==> config.mk <==
export PLATFORM = sky130hd
export DESIGN_NAME = mbds_kgen
export DESIGN_NICKNAME = d
export VERILOG_FILES = /design/src/sv/mbds_pkg.sv /design/src/sv/mbds_kgen.sv
export SDC_FILE = /design/constraint.sdc
export NUM_CORES = 1
export LEC_CHECK = 0
export BUFFER_PORTS_ARGS = -buffer_cell sky130_fd_sc_hd__buf_2
export CAP_MARGIN = 20
export CELL_PAD_IN_SITES_DETAIL_PLACEMENT = 1
export CELL_PAD_IN_SITES_GLOBAL_PLACEMENT = 2
export CORE_MARGIN = 5
export CORE_UTILIZATION = 45
export CTS_BUF_LIST = sky130_fd_sc_hd__clkbuf_8
export CTS_CLUSTER_SIZE = 30
export DETAILED_ROUTE_END_ITERATION = 12
export PLACE_DENSITY_LB_ADDON = 0.3
export SYNTH_ARGS = -nofsm -noshare
export SYNTH_HDL_FRONTEND = slang
export SYNTH_SLANG_ARGS = --single-unit
==> constraint.sdc <==
create_clock -name clk -period 12.7 [get_ports clk]
set_input_delay 1.27 -clock clk [delete_from_list [all_inputs] [get_ports clk]]
set_output_delay 1.27 -clock clk [all_outputs]
set_load 0.02 [all_outputs]
==> src/sv/mbds_pkg.sv <==
// ----------------------------------------------------------------------------
// mbds_pkg
// types, codes and fixed widths shared by the metaball density splatter
// ----------------------------------------------------------------------------
package mbds_pkg;

  localparam int RADW       = 4;
  localparam int PEAK_W     = 12;
  localparam int DENS_W     = 16;
  localparam int LVL_W      = 3;
  localparam int KIND_W     = 2;
  localparam int COORD_W    = 7;
  localparam int CFG_IDX_W  = 3;
  localparam int CFG_DATA_W = 16;

  localparam int Q_W       = 2 * RADW + 1;
  localparam int R2_W      = 2 * RADW;
  localparam int DSQ_W     = 4 * RADW;
  localparam int NUM_W     = PEAK_W + DSQ_W;
  localparam int MUL_AW    = PEAK_W;
  localparam int MUL_BW    = DSQ_W;
  localparam int MUL_PW    = MUL_AW + MUL_BW;
  localparam int DIV_STEPS = PEAK_W;
  localparam int STEP_W    = $clog2(DIV_STEPS);

  localparam logic [KIND_W-1:0] KIND_CLEAR = KIND_W'(0);
  localparam logic [KIND_W-1:0] KIND_SPLAT = KIND_W'(1);
  localparam logic [KIND_W-1:0] KIND_READ  = KIND_W'(2);

  localparam logic [LVL_W-1:0] LVL_EMPTY  = LVL_W'(0);
  localparam logic [LVL_W-1:0] LVL_LIGHT  = LVL_W'(1);
  localparam logic [LVL_W-1:0] LVL_MID    = LVL_W'(2);
  localparam logic [LVL_W-1:0] LVL_CENTRE = LVL_W'(3);
  localparam logic [LVL_W-1:0] LVL_FOAM   = LVL_W'(4);

  localparam logic [CFG_IDX_W-1:0] CFG_RADIUS = CFG_IDX_W'(0);
  localparam logic [CFG_IDX_W-1:0] CFG_PEAK   = CFG_IDX_W'(1);
  localparam logic [CFG_IDX_W-1:0] CFG_FILL   = CFG_IDX_W'(2);
  localparam logic [CFG_IDX_W-1:0] CFG_LIGHT  = CFG_IDX_W'(3);
  localparam logic [CFG_IDX_W-1:0] CFG_MID    = CFG_IDX_W'(4);
  localparam logic [CFG_IDX_W-1:0] CFG_FOAM   = CFG_IDX_W'(5);

  localparam logic [RADW-1:0]   RST_RADIUS = RADW'(11);
  localparam logic [PEAK_W-1:0] RST_PEAK   = PEAK_W'(1320);
  localparam logic [DENS_W-1:0] RST_FILL   = DENS_W'(405);
  localparam logic [DENS_W-1:0] RST_LIGHT  = DENS_W'(950);
  localparam logic [DENS_W-1:0] RST_MID    = DENS_W'(1500);
  localparam logic [DENS_W-1:0] RST_FOAM   = DENS_W'(1900);

  typedef struct packed {
    logic [KIND_W-1:0]  kind;
    logic [COORD_W-1:0] cell_x;
    logic [COORD_W-1:0] cell_y;
  } cmd_t;

  typedef struct packed {
    logic [DENS_W-1:0] density;
    logic [LVL_W-1:0]  level;
  } res_t;

  typedef struct packed {
    logic              start;
    logic [RADW-1:0]   adx;
    logic [RADW-1:0]   ady;
    logic [RADW-1:0]   r;
    logic [PEAK_W-1:0] peak;
  } kg_req_t;

  typedef struct packed {
    logic              done;
    logic [PEAK_W-1:0] weight;
  } kg_rsp_t;

endpackage

==> src/sv/mbds_kgen.sv <==
// ----------------------------------------------------------------------------
// mbds_kgen
// kernel weight unit: one shared multiplier and a restoring divider step,
// giving floor(peak*(r2-q)^2/r2^2) for one kernel offset
// ----------------------------------------------------------------------------
module mbds_kgen import mbds_pkg::*; (
  input  logic    clk,
  input  logic    rst,
  input  kg_req_t req,
  output kg_rsp_t rsp
);

  typedef enum logic [8:0] {
    K_IDLE = 9'b000000001,
    K_SQX  = 9'b000000010,
    K_SQY  = 9'b000000100,
    K_R2   = 9'b000001000,
    K_CHK  = 9'b000010000,
    K_DSQ  = 9'b000100000,
    K_DEN  = 9'b001000000,
    K_NUM  = 9'b010000000,
    K_DIV  = 9'b100000000
  } kstate_t;

  kstate_t             state;
  logic [RADW-1:0]     adx;
  logic [RADW-1:0]     ady;
  logic [RADW-1:0]     r;
  logic [PEAK_W-1:0]   peak;
  logic [Q_W-1:0]      q;
  logic [R2_W-1:0]     r2;
  logic [R2_W-1:0]     diff;
  logic [DSQ_W-1:0]    dsq;
  logic [NUM_W-1:0]    dsh;
  logic [NUM_W-1:0]    rem;
  logic [PEAK_W-1:0]   quo;
  logic [STEP_W-1:0]   step;

  logic [MUL_AW-1:0]   mul_a;
  logic [MUL_BW-1:0]   mul_b;
  logic [MUL_PW-1:0]   mul_p;
  logic                ge;

  always_comb begin
    unique case (state)
      K_SQX:   begin mul_a = MUL_AW'(adx);  mul_b = MUL_BW'(adx);  end
      K_SQY:   begin mul_a = MUL_AW'(ady);  mul_b = MUL_BW'(ady);  end
      K_R2:    begin mul_a = MUL_AW'(r);    mul_b = MUL_BW'(r);    end
      K_DSQ:   begin mul_a = MUL_AW'(diff); mul_b = MUL_BW'(diff); end
      K_DEN:   begin mul_a = MUL_AW'(r2);   mul_b = MUL_BW'(r2);   end
      K_NUM:   begin mul_a = MUL_AW'(peak); mul_b = MUL_BW'(dsq);  end
      default: begin mul_a = '0;            mul_b = '0;            end
    endcase
  end

  assign mul_p = mul_a * mul_b;
  assign ge    = (rem >= dsh);

  always_ff @(posedge clk) begin
    if (rst) begin
      state    <= K_IDLE;
      rsp.done <= 1'b0;
    end else begin
      rsp.done <= 1'b0;
      unique case (state)
        K_IDLE: begin
          if (req.start) begin
            adx   <= req.adx;
            ady   <= req.ady;
            r     <= req.r;
            peak  <= req.peak;
            state <= K_SQX;
          end
        end
        K_SQX: begin
          q     <= Q_W'(mul_p);
          state <= K_SQY;
        end
        K_SQY: begin
          q     <= q + Q_W'(mul_p);
          state <= K_R2;
        end
        K_R2: begin
          r2    <= R2_W'(mul_p);
          state <= K_CHK;
        end
        K_CHK: begin
          if (q >= Q_W'(r2)) begin
            rsp.done   <= 1'b1;
            rsp.weight <= '0;
            state      <= K_IDLE;
          end else begin
            diff  <= R2_W'(Q_W'(r2) - q);
            state <= K_DSQ;
          end
        end
        K_DSQ: begin
          dsq   <= DSQ_W'(mul_p);
          state <= K_DEN;
        end
        K_DEN: begin
          dsh   <= NUM_W'(mul_p[DSQ_W-1:0]) << (DIV_STEPS - 1);
          state <= K_NUM;
        end
        K_NUM: begin
          rem   <= NUM_W'(mul_p);
          quo   <= '0;
          step  <= '0;
          state <= K_DIV;
        end
        K_DIV: begin
          if (ge) begin
            rem <= rem - dsh;
          end
          quo <= {quo[PEAK_W-2:0], ge};
          dsh <= dsh >> 1;
          if (step == STEP_W'(DIV_STEPS - 1)) begin
            rsp.done   <= 1'b1;
            rsp.weight <= {quo[PEAK_W-2:0], ge};
            state      <= K_IDLE;
          end else begin
            step <= step + 1'b1;
          end
        end
        default: state <= K_IDLE;
      endcase
    end
  end

endmodule

==> metrics.txt <==
async set-or-reset flop fraction in the synthesized netlist 0; crit path DAT 8300 ps; GRT overflow 0; fin. max-slew vios 0; Worst-path clk slew 110 ps; sequential fraction of design power 0.555; post-CTS sizing 0; Die H 191 µm; slew margin rel. 0.294; first-pass GRT wire length 67.4 mm; top post-synthesis cells by area edfxtp_1 (30%), fa_1 (19%), ha_1 (10%); Hold Crit Start quo[10]$_SDFFCE_PN0P_; Antenna Diode Count 0; Cell Chain, Critical Path nor4_4, nand2b_2, or3_4, nor2b_1, a22oi_1, nand2_1, nand2_1, fa_1, inv_1, fa_1, fa_1, fa_1, inv_1, fa_1, inv_1, ha_1, a21oi_2, o21bai_1, a21o_1, a2111oi_0, nor2_1, or4b_1, mux2i_1, a211o_1; Clk pwr share 0.419; Fmax 126 MHz; IO Pins 40; worst hold path class register to register; Synth Instances 1549; # clock sinks 157; routed wire length 42.3 mm; CP top delay family adder cells; CTS root buffer clkbuf_8; Hold Slack 528 ps; Final ANT Viol Nets 0; Clock Latency Late Sink 500 ps; Final Hold Fails 0; die area 36400 µm²; EDFF count, synth 147; TNS Setup 0 ps; Post-Syn Area 14700 µm²; Crit Path Category register to register; Initial Utilization 0.454; nets 1854; I/O Buffers 39; HPWL after DPL 34.1 mm; Power Density 64.9 nW/µm²; Worst Tran Pin Value 1050 ps; routed length per instance 20.9 µm; VDD IR max 0.105 mV; Core Util, Final 0.487; Die X-Extent 191 µm; drt pass-1 iters 4; layout cells sized above 1 0.0639; Avg Inst Size Synth 9.50 µm²; Synth Warn # 0; largest net degree at the start of global routing 60; LEAKAGE 7.15 nW; library cells used by synthesis 70; Vias/cell 5.43; Bufs on Longest Clock Path 2; vias in the first global route 11900; final estimated routing congestion in global placement 0.882; Worst Setup End Kind register; Internal Pwr Total 778 µW; CP required 13080 ps; final setup violating endpoints 0; Final period util 0.623; minimum clock period 7920 ps; CTS tree yes; switching power 246 µW; outcome finished clean; Max FO, Critical Path 10; Synth Flop Type edfxtp_1; Crit path top cell by count fa_1; RSZ-0062 raised after global routing no; Post-CTS Setup Inserts 0; Initial DRC Count 560; clock skew 25.4 ps; Sw Ratio 0.240; Critical path origin state[0]$_SDFFE_PP1P_; post-synth top area cell edfxtp_1; WP buf/inv 3; sequential area share after synthesis 0.314; reg-to-reg startpoint state[0]$_SDFFE_PP1P_; Worst setup SP type register; number of H-tree levels 4; combinational power share 0.026; Commonest cells post-synth inv_1 (243), nand2_1 (213), edfxtp_1 (147); max incr delay on CP 570 ps; R2R Setup Slk 4780 ps; Tot GR Track Use 0.242; via count 11000; most frequent cell after synthesis inv_1; Max Cap Viol 0; residual DRC count 0; core area 32400 µm²; FP Rows 66; share of the synthesized area in the top cell type 0.300; # hold bufs at CTS 0; area added between synthesis and finish 7.22%; CTS Buf Count 17; syn nets 1836; CP max-delay cell fa_1; FF+latch count, synth 157; antenna violations before repair 0
worst reg2reg max path: cells and delay by family (launching register included):
| family | cells | cell delay (ps) |
|---|---|---|
| buffers and inverters | 3 | 170 |
| AND/OR/NAND/NOR | 8 | 2630 |
| flip-flops | 1 | 390 |
| multiplexers | 1 | 140 |
| AO/OA/AOI/OAI | 6 | 1430 |
| adder cells (fa/ha/maj) | 6 | 3050 |
metal layers:
layer / vias to the layer above / wire length, µm / GRT usage
met2: 200 / 20600 / 0.413
li1: 5153 / - / -
met3: 51 / 1560 / 0.0353
met1: 5572 / 19300 / 0.326
met4: 0 / 846 / 0.0613
met5: - / 0 / 0
registers in the layout, indices dropped and copies added (netlist names):
signal and flops:
adx 4, r2 8, ady 4, rsp 13
state 9, dsh 27, diff 8, quo 11
rem 28, r 4, q 9, dsq 16
step 4, peak 12
area by class of cell:
cell class / count / area (µm²)
Tap cell: 442 / 553
Sequential cell: 157 / 4610
Multi-Input combinational cell: 1098 / 8980
Timing Repair Buffer: 50 / 278
Clock inverter: 14 / 183
Inverter: 243 / 912
Clock buffer: 18 / 248
Fill cell: 3719 / 16600
worst paths after layout:
kind	cells after the start	endpoint
setup / recovery	24	rem[24]$_DFFE_PP_
hold / removal	1	rsp[11]$_DFFE_PP_
setup reg to reg	24	rem[24]$_DFFE_PP_
hold reg to reg	1	rsp[11]$_DFFE_PP_
layout by cell type, fill, tap and decap left out, types with 8 or more instances in the layout:
cell and count:
nand2b_1 14, buf_2 39, nor2b_1 13, edfxtp_1 147, buf_4 11, o21a_1 8, a21o_1 29, a211oi_1 8
nor2_1 113, xor2_1 23, inv_1 244, nor3_1 16, mux2i_1 10, or3_1 9, nand2_1 213, ha_1 117
clkbuf_8 18, and3_1 14, xnor2_1 39, fa_1 143, a22oi_1 13, o21ai_0 72, dfxtp_1 10, o21bai_1 11
a21oi_1 76, nand3_1 28, and2_1 44
kinds of logic (layout without fill, tap and decap cells):
| family | after synthesis | count (layout) | share of synthesized area |
|---|---|---|---|
| adder cells (fa/ha/maj) | 260 | 260 | 0.294 |
| XOR/XNOR | 62 | 62 | 0.0369 |
| AO/OA/AOI/OAI | 260 | 260 | 0.110 |
| buffers and inverters | 294 | 325 | 0.0764 |
| AND/OR/NAND/NOR | 505 | 505 | 0.162 |
| flip-flops | 157 | 157 | 0.314 |
| multiplexers | 11 | 11 | 0.00757 |
power by group through the flow:
stage               Clock (mW)  Sequential [mW]  Combinational [mW]
floorplan                    0            0.578              0.0153
global placement             0            0.580              0.0260
detailed placement           0            0.580              0.0266
CTS                      0.441            0.568              0.0268
global route             0.465            0.569              0.0287
finish                   0.429            0.568              0.0266
metrics by stage:
stage	setup slack [ps]	cell area, µm²	instances	power, mW
5_1_grt	4300	15800	2022	1.06
4_1_cts	4810	15800	2022	1.04
6_report	4780	15800	2022	1.02
3_3_place_gp	5150	15300	1990	0.606
3_5_place_dp	4940	15300	1990	0.607
2_1_floorplan	5980	14700	1549	0.594
Note: power is estimated with default switching activity, not from simulation.
